### src/lsdp_pkg.sv
package lsdp_pkg;

    localparam int STACK_DEPTH = 256;
    localparam int ADDR_W      = $clog2(STACK_DEPTH);
    localparam int FILL_W      = ADDR_W + 1;
    localparam int KEY_W       = 64;
    localparam int NUM_CAP     = 4;
    localparam int CAP_W       = 9;
    localparam int MAX_BATCH   = 65536;
    localparam int CNT_W       = 17;
    localparam int EVICT_W     = 32;
    localparam int REG_IDX_W   = 3;
    localparam int DIST_W      = 8;

    localparam logic CMD_ACCESS = 1'b0;
    localparam logic CMD_REMOVE = 1'b1;

    localparam logic [REG_IDX_W-1:0] REG_CAP_0     = 3'd0;
    localparam logic [REG_IDX_W-1:0] REG_CAP_1     = 3'd1;
    localparam logic [REG_IDX_W-1:0] REG_CAP_2     = 3'd2;
    localparam logic [REG_IDX_W-1:0] REG_CAP_3     = 3'd3;
    localparam logic [REG_IDX_W-1:0] REG_KEY_LIMIT = 3'd4;

    typedef struct packed {
        logic                    command;
        logic signed [KEY_W-1:0] key;
        logic                    batch_last;
    } in_t;

    typedef struct packed {
        logic [DIST_W-1:0]  distance;
        logic               cold_miss;
        logic [NUM_CAP-1:0] hit_mask;
        logic               removed_found;
        logic               batch_done;
        logic [CNT_W-1:0]   prefix_hits_0;
        logic [CNT_W-1:0]   prefix_hits_1;
        logic [CNT_W-1:0]   prefix_hits_2;
        logic [CNT_W-1:0]   prefix_hits_3;
        logic [CNT_W-1:0]   cold_prefix;
        logic [EVICT_W-1:0] evictions_total;
    } out_t;

    typedef struct packed {
        logic load;
        logic rd_en;
        logic wr_carry;
        logic wr_shift;
        logic carry_adv;
        logic inc_idx;
        logic set_found;
        logic finish;
    } ctrl_cmd_t;

    typedef struct packed {
        logic at_fill;
        logic match;
        logic is_remove;
        logic fill_full;
        logic out_busy;
    } ctrl_sts_t;

endpackage

### src/lsdp_ctrl.sv
module lsdp_ctrl (
    input  logic                  aclk,
    input  logic                  aresetn,
    input  logic                  s_valid,
    output logic                  s_ready,
    input  lsdp_pkg::ctrl_sts_t   sts,
    output lsdp_pkg::ctrl_cmd_t   cmd
);
    import lsdp_pkg::*;

    typedef enum logic [5:0] {
        ST_IDLE = 6'b000001,
        ST_LOOK = 6'b000010,
        ST_CMP  = 6'b000100,
        ST_SRD  = 6'b001000,
        ST_SWR  = 6'b010000,
        ST_FIN  = 6'b100000
    } state_t;

    state_t state_reg, state_next;

    always_ff @(posedge aclk) begin
        if (!aresetn) begin
            state_reg <= ST_IDLE;
        end else begin
            state_reg <= state_next;
        end
    end

    always_comb begin
        state_next = state_reg;
        cmd        = '0;
        s_ready    = 1'b0;
        case (state_reg)
            ST_IDLE: begin
                s_ready = 1'b1;
                if (s_valid) begin
                    cmd.load   = 1'b1;
                    state_next = ST_LOOK;
                end
            end
            ST_LOOK: begin
                if (sts.at_fill) begin
                    // cold access lands at the bottom unless the stack is full
                    if (!sts.is_remove && !sts.fill_full) begin
                        cmd.wr_carry = 1'b1;
                    end
                    state_next = ST_FIN;
                end else begin
                    cmd.rd_en  = 1'b1;
                    state_next = ST_CMP;
                end
            end
            ST_CMP: begin
                if (!sts.is_remove) begin
                    cmd.wr_carry = 1'b1;
                    if (sts.match) begin
                        cmd.set_found = 1'b1;
                        state_next    = ST_FIN;
                    end else begin
                        cmd.carry_adv = 1'b1;
                        cmd.inc_idx   = 1'b1;
                        state_next    = ST_LOOK;
                    end
                end else begin
                    cmd.inc_idx = 1'b1;
                    if (sts.match) begin
                        cmd.set_found = 1'b1;
                        state_next    = ST_SRD;
                    end else begin
                        state_next = ST_LOOK;
                    end
                end
            end
            ST_SRD: begin
                if (sts.at_fill) begin
                    state_next = ST_FIN;
                end else begin
                    cmd.rd_en  = 1'b1;
                    state_next = ST_SWR;
                end
            end
            ST_SWR: begin
                cmd.wr_shift = 1'b1;
                cmd.inc_idx  = 1'b1;
                state_next   = ST_SRD;
            end
            ST_FIN: begin
                if (!sts.out_busy) begin
                    cmd.finish = 1'b1;
                    state_next = ST_IDLE;
                end
            end
            default: begin
                state_next = ST_IDLE;
            end
        endcase
    end

endmodule

### config.mk
export PLATFORM = sky130hd
export DESIGN_NAME = lsdp_ctrl
export DESIGN_NICKNAME = d
export VERILOG_FILES = /design/src/lsdp_pkg.sv /design/src/lsdp_ctrl.sv
export SDC_FILE = /design/constraint.sdc
export NUM_CORES = 1
export LEC_CHECK = 0
export BUFFER_PORTS_ARGS = -buffer_cell sky130_fd_sc_hd__buf_2
export CORE_AREA = 3 3 40 42
export CTS_BUF_LIST = sky130_fd_sc_hd__clkbuf_8
export DETAILED_ROUTE_END_ITERATION = 10
export DIE_AREA = 0 0 43 45
export PLACE_DENSITY = 0.61
export SYNTH_ARGS = -nofsm -noshare
export SYNTH_HDL_FRONTEND = slang
export SYNTH_SLANG_ARGS = --single-unit
### constraint.sdc
create_clock -name aclk -period 2.6 [get_ports aclk]
set_input_delay 0.26 -clock aclk [delete_from_list [all_inputs] [get_ports aclk]]
set_output_delay 0.26 -clock aclk [all_outputs]
set_load 0.02 [all_outputs]
==> results of run 1 <==
-- synth_stat cells (all sizes together) (2+ instances only) --
library cell  number
and2               2
nor4               3
nor2               6
o21ai              4
inv                2
nand2              4
dfxtp              6
nor3b              2
buf                4
nand3b             3
nor3               6
-- area by class of cell --
type	instances	area [um^2]	share of cell area, %
inverters	2	7.507	1.322
flip-flops and latches	6	120.1	21.15
well taps	15	18.77	3.304
clock buffers	3	41.29	7.269
repair buffers	16	80.08	14.10
multi-input cells	43	300.3	52.86
-- worst max-delay path by stage --
stage,start,to
finish,state_reg[2]$_SDFFE_PN0P_,cmd[5]
global route,state_reg[3]$_SDFFE_PN0P_,cmd[3]
CTS,state_reg[2]$_SDFFE_PN0P_,cmd[5]
detailed placement,state_reg[0]$_SDFFE_PN1P_,cmd[7]
global placement,state_reg[3]$_SDFFE_PN0P_,cmd[3]
floorplan,state_reg[2]$_SDFFE_PN0P_,cmd[5]
-- stage by stage --
stage	total power, W	instances
final	0.0003204	85
after CTS	0.0003249	85
after floorplan	0.0001628	55
after global placement	0.0001808	82
after global routing	0.0003398	85
after detailed placement	0.0001802	82
-- per-layer routing --
metal | wire [um] | track usage (%) | share of wire [%]
met5 | 0 | 0 | 0
met4 | 14 | 3.614 | 1.4
met3 | 107 | 5.976 | 10
met2 | 396 | 16.17 | 39
met1 | 502 | 15.50 | 49
-- cell families after synthesis --
| logic type | after synthesis | synth area share [%] |
|---|---|---|
| and+or+nand+nor | 32 | 48.33 |
| AOI/OAI and AO/OA | 9 | 14.44 |
| DFF | 6 | 26.67 |
| buffers and inverters | 6 | 6.667 |
| xor gates and xnor gates | 2 | 3.890 |
-- worst max-delay path: cells and delay by family (launching register included) --
family	cells	cell delay, ns
and+or+nand+nor	3	0.75
DFF	1	0.41
buffers and inverters	1	0.18
AOI/OAI and AO/OA	1	0.15
-- power groups by stage --
| stage | Combinational (W) | Clock (W) | Sequential, W |
|---|---|---|---|
| 2_1_floorplan | 0.0000638 | 0 | 0.0000990 |
| 3_3_place_gp | 0.0000711 | 0 | 0.000110 |
| 3_5_place_dp | 0.0000706 | 0 | 0.000110 |
| 4_1_cts | 0.0000710 | 0.000146 | 0.000108 |
| 5_1_grt | 0.0000779 | 0.000153 | 0.000109 |
| 6_report | 0.0000707 | 0.000141 | 0.000108 |
==> metrics.md, run 1 <==
| Metric | Value |
|---|---|
| Core outline area | `0.001285 mm^2` |
| PortBufs | `16` |
| GRT Residual Overflow | `0` |
| Leakage | `about 0.24 nW` |
| Die ar. | `0.001935 mm^2` |
| Worst path arrival time | `1.70 ns` |
| Final HPWL DP | `between 700 and 800 um` |
| Syn Area/Cell | `roughly 8.2 um^2` |
| FF-to-FF End | `state_reg[1]$_SDFFE_PN0P_` |
| Die Y-Extent | `around 45 um` |
| Htree depth | `1` |
| # fillers | `roughly 130` |
| Sw Pwr | `0.00008959 W` |
| Clk Latency, worst-skew pair | `0.22 ns` |
| CTS tree | `built` |
| Via count | `454` |
| Slew headroom | `73.82%` |
| Min Clock Period, post-route | `1.962 ns` |
| Final core occ | `~44%` |
| Initial core utilization | `about a third` |
| Post-Syn Instances | `55` |
| Drt via density | `between 5 and 6` |
| Final Max Slew Viols | `0` |
| Status | `finished clean` |
| Post-synth EDFFs | `0` |
| RSZ-0062 raised after global routing | `no` |
| GPL Wtd Cong | `0.8335` |
| CTS Hold Bufs | `0` |
| Synth cell types | `28` |
| Hold crit path type | `primary input to flip-flop` |
| Worst Tran Pin Value | `between 0.3 and 0.4 ns` |
| Synth async-reset ratio | `0%` |
| Setup slack, reg-to-reg | `about 1.1 ns` |
| Number of cell rows | `13` |
| Residual DRC count | `0` |
| Max Root-Sink Buffers | `2` |
| Comb pwr share | `22.1%` |
| CP Class | `flip-flop to primary output` |
| PostCTS Resize Cnt | `0` |
| Pin count of the biggest net entering global routing | `12` |
| Synth area leader | `dfxtp_1` |
| Worst-path clk slew | `around 0.04 ns` |
| Sw frac | `between 20% and 30%` |
| CTS Root Cell | `clkbuf_8` |
| Crit path capture type | `primary output` |
| Hold Path Origin | `aresetn` |
| Part of the Yosys area used for sequential elements | `a little over a quarter` |
| Routed Antenna Nets | `0` |
| Antenna violations before repair | `0` |
| Sink Count | `6` |
| Post-Place Worst Slack | `between 0.8 and 0.9 ns` |
| Fraction of layout cells with a size suffix above 1 | `35.71%` |
| Crit path launch type | `flip-flop` |
| Ys Warns | `0` |
| Setup WS post-layout | `between 0.6 and 0.7 ns` |
| Hold Violations, Final | `0` |
| Max stage delay on crit path | `between 0.4 and 0.5 ns` |
| TritonRoute pass-1 iters | `4` |
| Commonest cells after routing, fill and taps aside | `buf_2 (16), nor2_1 (6), dfxtp_1 (6)` |
| Ant. Diodes | `0` |
| Flop pwr share | `roughly a third` |
| Hold path endpoint | `state_reg[0]$_SDFFE_PN1P_` |
| Worst reg2reg path depth | `4` |
| Mapped Area | `between 400 and 500 um^2` |
| Top post-synthesis cells by area | `dfxtp_1 (27%), nor3_1 (5.6%), nor3b_2 (5.6%), nand3b_1 (5.0%), nor2_1 (5.0%)` |
| Syn_nets | `between 60 and 70` |
| Die W | `43 um` |
| Crit path required time | `2.34 ns` |
| P_int | `between 0.0002 and 0.00025 W` |
| Post CTS Setup Buffer Count | `0` |
| Area fraction of the dominant cell type after synthesis | `26.67%` |
| Most common cell after layout, fill and taps aside | `buf_2` |
| First-pass GRT wire length | `roughly 1.6 mm` |
| Max reg flops | `6` |
| Final period util | `75.45%` |
| Routed WL per cell | `12.00 um` |
| Pwr per Cell Area | `~560 mW/mm^2` |
| Vias in the first global route | `between 300 and 400` |
| VDD IR-drop max | `0.0002965 V` |
| Crit path cell chain | `nor4_1 > nand2_1 > or3_1 > a21oi_1 > buf_2` |
| Design Area, Final | `roughly 570 um^2` |
| Nets@finish | `80` |
| Worst r2r src | `state_reg[3]$_SDFFE_PN0P_` |
| P&R area growth vs syn | `26.11%` |
| # IOs | `17` |
| Fmax achieved | `between 500 and 600 MHz` |
| CTS Buf Count | `3` |
| Placement-stage cell area | `between 500 and 600 um^2` |
| First DRT Iteration DRCs | `15` |
| Synth Register Bits | `6` |
| Worst Skew | `~0.00057 ns` |
| Drt total wl | `between 1 and 1.5 mm` |
| Hold Slack | `0.2761 ns` |
| GR Util All Layers | `11.59%` |
| Hold depth | `2` |
| Worst-path fanout max | `11` |
| Max Cap Viol | `0` |
| Total Neg Setup Slack | `0 ns` |
| Clock power frac | `44.1%` |
| Prevailing post-synth register cell | `dfxtp_1` |
| Endpoints failing setup | `0` |
| Critical path's slowest cell | `dfxtp_1` |
Power figures use the tool's default switching activity.
==> run 2: changes to the inputs <==
clock period = 2.1 ns   (was 2.6 ns; I/O delays follow)
==> run 2 against run 1 <==
Net effect: combinational power rose by 25%; design area up 1.1%; cell count unchanged; clock power is 17% higher; wire length down 0.88%; sequential power increased by 25%; via count grew 0.66%; die area unchanged; flip-flop and latch count unchanged; non-clock buffer count stayed put; largest cell class unchanged.
==> metrics.md, run 2 (synthesis results as in run 1) <==
| Metric | Value |
|---|---|
| Status | `finished clean` |
| # IOs | `17` |
| Worst path arrival time | `1.69 ns` |
| PortBufs | `16` |
| Comb pwr share | `between 20 and 25%` |
| Most common cell after layout, fill and taps aside | `buf_2` |
| Die ar. | `between 0.0015 and 0.002 mm^2` |
| Slew headroom | `72.78%` |
| Worst Tran Pin Value | `roughly 0.41 ns` |
| Sw frac | `26.55%` |
| P&R area growth vs syn | `27.50%` |
| Clock power frac | `42.5%` |
| First-pass GRT wire length | `approximately 1.6 mm` |
| Number of cell rows | `13` |
| Die W | `about 43 um` |
| Design Area, Final | `about 570 um^2` |
| P_int | `0.0002857 W` |
| Fmax achieved | `around 530 MHz` |
| Via count | `457` |
| Sw Pwr | `around 0.00010 W` |
| Final HPWL DP | `around 760 um` |
| Critical path's slowest cell | `nor4_2` |
| Ant. Diodes | `0` |
| Htree depth | `1` |
| Final Max Slew Viols | `0` |
| Clk Latency, worst-skew pair | `0.22 ns` |
| CTS Buf Count | `3` |
| Max Cap Viol | `0` |
| Hold Violations, Final | `0` |
| Min Clock Period, post-route | `1.900 ns` |
| VDD IR-drop max | `between 0.0004 and 0.0005 V` |
| Hold crit path type | `primary input to flip-flop` |
| Worst-path fanout max | `8` |
| Residual DRC count | `0` |
| Endpoints failing setup | `0` |
| Initial core utilization | `35.05%` |
| Die Y-Extent | `between 40 and 50 um` |
| Hold Slack | `around 0.23 ns` |
| Placement-stage cell area | `526.8 um^2` |
| Final Non-Filler Cells | `85` |
| Pin count of the biggest net entering global routing | `12` |
| Max stage delay on crit path | `~0.43 ns` |
| Drt via density | `5.376` |
| Vias in the first global route | `~360` |
| Fraction of layout cells with a size suffix above 1 | `between 30 and 40%` |
| Family with the most delay on the worst path | `simple AND/OR/NAND/NOR gates` |
| Leakage | `between 0.2 and 0.25 nW` |
| Sink Count | `6` |
| Crit path launch type | `flip-flop` |
| Worst Skew | `approximately 0.00053 ns` |
| GR Util All Layers | `11.35%` |
| Crit path buf inv count | `1` |
| Dpl cells | `82` |
| Total Neg Setup Slack | `0 ns` |
| Drt total wl | `1.011 mm` |
| Worst-path clk slew | `~0.03 ns` |
| Flop pwr share | `approximately a third` |
| GRT Residual Overflow | `0` |
| GPL Wtd Cong | `between 0.8 and 0.9` |
| Max reg flops | `6` |
| Crit path capture type | `primary output` |
| Routed Antenna Nets | `0` |
| Nets@finish | `80` |
| TritonRoute pass-1 iters | `4` |
| CTS tree | `built` |
| CTS Root Cell | `clkbuf_8` |
| Routed WL per cell | `between 10 and 15 um` |
| Pwr per Cell Area | `about 680 mW/mm^2` |
| First DRT Iteration DRCs | `15` |
| Core outline area | `roughly 0.0013 mm^2` |
| CTS Hold Bufs | `0` |
| Commonest cells after routing, fill and taps aside | `buf_2 (16), nor2_1 (6), dfxtp_1 (6)` |
| Antenna violations before repair | `0` |
| Max Root-Sink Buffers | `2` |
| Final period util | `just over 90%` |
| Crit path required time | `about 1.9 ns` |
| CP Class | `flip-flop to primary output` |
| Crit path cell chain | `nor4_2 > nand3b_1 > nor3_1 > buf_2` |
| # fillers | `134` |
| RSZ-0062 raised after global routing | `no` |
[run 2: cell count changes in the layout (fill, tap and decap cells not counted)]
cell and delta:
nor4_1 -1, nor4_2 +1
[run 2: power groups by stage]
stage               registers, W  logic (W)  clock network (W)
global route            0.000137  0.0000971           0.000184
global placement        0.000136  0.0000881                  0
detailed placement      0.000136  0.0000875                  0
CTS                     0.000134  0.0000880           0.000173
floorplan               0.000123  0.0000790                  0
finish                  0.000135  0.0000883           0.000165
[run 2: final timing paths]
| check | depth (start not counted) | slack [ns] | end | startpoint |
|---|---|---|---|---|
| setup / recovery | 4 | 0.20 | cmd[3] | state_reg[3]$_SDFFE_PN0P_ |
| hold reg to reg | 1 | 0.61 | state_reg[4]$_SDFFE_PN0P_ | state_reg[3]$_SDFFE_PN0P_ |
| setup reg to reg | 4 | 0.58 | state_reg[5]$_SDFFE_PN0P_ | state_reg[3]$_SDFFE_PN0P_ |
| hold / removal | 2 | 0.23 | state_reg[0]$_SDFFE_PN1P_ | aresetn |
[run 2: cell type report]
cell class / count / area, um^2 / area share [%]
well taps: 15 / 18.77 / 3.268
multi-input cells: 43 / 306.5 / 53.38
flip-flops and latches: 6 / 120.1 / 20.91
inverters: 2 / 7.507 / 1.307
clock buffers: 3 / 41.29 / 7.190
repair buffers: 16 / 80.08 / 13.94
[run 2: timing repair]
action | CTS | global route
setup buffers | 0 | 0
endpoints found under the setup margin | 0 | 1
gates resized for setup | 0 | 1
[run 2: metrics by stage]
stage                     setup slack [ns]   power, W  util (%)
after CTS                           0.1932  0.0003952     44.21
after global placement              0.4335  0.0002238     40.99
after global routing               0.04461  0.0004173     44.69
final                               0.2004  0.0003890     44.69
after floorplan                     0.3955  0.0002016         -
after detailed placement            0.4396  0.0002232     40.99
[run 2: worst reg2reg max path, cell delays in order (launching register included)]
cell	delay (ns)
dfxtp_1	0.38
nor4_2	0.43
nand3b_1	0.28
nor3_1	0.23
o31a_1	0.14
[run 2: layer usage]
metal	global-route usage, %	routed length, um	share of wire [%]	vias up
met4	1.807	0	0	0
li1	-	-	-	233
met2	14.37	419	41	24
met1	16.02	480	47	200
met5	0	0	0	-
met3	7.570	112	11	0
==> run 3: changes to the inputs <==
BUFFER_PORTS_ARGS = -buffer_cell sky130_fd_sc_hd__buf_4   (was -buffer_cell sky130_fd_sc_hd__buf_2)
==> run 3 against run 2 <==
Net effect: first-iteration DRC count is 40% lower; design area is 5.9% higher; cell count stayed put; wire length is 4.7% higher; hold slack worse by 0.027 ns; critical path depth stayed put; core utilization is 2.6 points higher.
==> metrics.md, run 3 (synthesis results as in run 1) <==
| Metric | Value |
|---|---|
| Family with the most delay on the worst path | `simple AND/OR/NAND/NOR gates` |
| Final core occ | `47.32%` |
| Sink Count | `6` |
| Post CTS Setup Buffer Count | `0` |
| Hold crit path type | `primary input to flip-flop` |
| Htree depth | `1` |
| Initial core utilization | `35.05%` |
| Most common cell after layout, fill and taps aside | `buf_4` |
| Worst-path fanout max | `8` |
| Final HPWL DP | `between 800 and 900 um` |
| TritonRoute pass-1 iters | `4` |
| Drt via density | `5.176` |
| CTS tree | `built` |
| Worst Skew | `approximately 0.00086 ns` |
| Drt total wl | `1.059 mm` |
| Nets@finish | `80` |
| Worst-path clk slew | `0.04 ns` |
| Final period util | `~90%` |
| Crit path required time | `around 1.9 ns` |
| Ant. Diodes | `0` |
| Vias in the first global route | `roughly 400` |
| Residual DRC count | `0` |
| Status | `finished clean` |
| Antenna violations before repair | `0` |
| Endpoints failing setup | `0` |
| CTS Hold Bufs | `0` |
| Min Clock Period, post-route | `about 1.9 ns` |
| Max Root-Sink Buffers | `2` |
| # fillers | `between 100 and 150` |
| GPL Wtd Cong | `between 0.7 and 0.8` |
| Crit path buf inv count | `1` |
| Max reg flops | `6` |
| CTS Root Cell | `clkbuf_8` |
| Clk Latency, worst-skew pair | `about 0.22 ns` |
| Fraction of layout cells with a size suffix above 1 | `~36%` |
| Number of cell rows | `13` |
| Routed Antenna Nets | `0` |
| Via count | `440` |
| Max stage delay on crit path | `0.43 ns` |
| VDD IR-drop max | `about 0.0004 V` |
| Crit path launch type | `flip-flop` |
| Critical path's slowest cell | `nor4_2` |
| # IOs | `17` |
| GR Util All Layers | `about an eighth` |
| Worst Tran Pin Value | `between 0.3 and 0.4 ns` |
| Max Cap Viol | `0` |
| Pin count of the biggest net entering global routing | `12` |
| Core outline area | `between 0.001 and 0.0015 mm^2` |
| Die ar. | `roughly 0.0019 mm^2` |
| CP Class | `flip-flop to primary output` |
| Crit path cell chain | `nor4_2 > nand3b_1 > nor3_1 > buf_4` |
| GRT Residual Overflow | `0` |
| Pwr per Cell Area | `about 660 mW/mm^2` |
| PostCTS Resize Cnt | `0` |
| Routed WL per cell | `around 12 um` |
| Hold Violations, Final | `0` |
| Final Max Slew Viols | `0` |
| Setup slack, reg-to-reg | `0.56 ns` |
| Total Neg Setup Slack | `0 ns` |
| First-pass GRT wire length | `around 1.7 mm` |
| Worst path arrival time | `~1.7 ns` |
| Die Y-Extent | `45 um` |
| RSZ-0062 raised after global routing | `no` |
| PortBufs | `16` |
| First DRT Iteration DRCs | `9` |
| Leakage | `between 0.2 and 0.25 nW` |
| Die W | `around 43 um` |
| Commonest cells after routing, fill and taps aside | `buf_4 (16), nor2_1 (6), dfxtp_1 (6)` |
| Power Total | `about 0.0004 W` |
| Slew headroom | `about three quarters` |
| Fmax achieved | `~530 MHz` |
| CTS Buf Count | `3` |
| P&R area growth vs syn | `35.00%` |
| Crit path capture type | `primary output` |
[run 3: cell counts in the layout (fill, tap and decap cells not counted)]
No cell type changed its count.
[run 3: layer usage]
| layer | vias up | routed length, um | GRT usage (%) |
|---|---|---|---|
| li1 | 231 | - | - |
| met3 | 4 | 104 | 6.375 |
| met1 | 187 | 501 | 14.84 |
| met4 | 0 | 21 | 8.434 |
| met2 | 18 | 431 | 15.87 |
| met5 | - | 0 | 0 |
[run 3: through the flow]
step	instance area [um^2]	instances	hold WS (ns)	worst slack, ns
2_1_floorplan	450.4	55	0.2900	0.3955
3_3_place_gp	566.8	82	0.4320	0.4487
3_5_place_dp	566.8	82	0.4272	0.4358
4_1_cts	608.1	85	0.2006	0.2005
5_1_grt	608.1	85	0.2130	0.05156
6_report	608.1	85	0.2019	0.1959
[run 3: layout make-up]
| type | count | area (um^2) | area share, % |
|---|---|---|---|
| flip-flops and latches | 6 | 120.1 | 19.75 |
| inverters | 2 | 7.507 | 1.235 |
| well taps | 15 | 18.77 | 3.086 |
| clock buffers | 3 | 41.29 | 6.790 |
| repair buffers | 16 | 120.1 | 19.75 |
| multi-input cells | 43 | 300.3 | 49.38 |
[run 3: worst register-to-register path: stages, from the launching register on]
cell,delay [ns]
dfxtp_1,0.40
nor4_2,0.43
nand3b_1,0.27
a2bb2oi_2,0.21
nor3b_2,0.16
[run 3: worst paths after layout]
check	from	end	cells past startpoint
worst max register to register	state_reg[3]$_SDFFE_PN0P_	state_reg[1]$_SDFFE_PN0P_	4
worst min register to register	state_reg[3]$_SDFFE_PN0P_	state_reg[4]$_SDFFE_PN0P_	1
worst max-delay path	state_reg[3]$_SDFFE_PN0P_	cmd[3]	4
worst min-delay path	aresetn	state_reg[0]$_SDFFE_PN1P_	2
[run 3: power breakdown]
group,leakage [nW],total [W],switching [W],internal (W)
registers,0.0488,0.000134,0.0000139,0.000120
logic,0.175,0.0000959,0.0000457,0.0000502
clock network,0.0216,0.000170,0.0000474,0.000123
total,0.245,0.000400,0.000107,0.000293
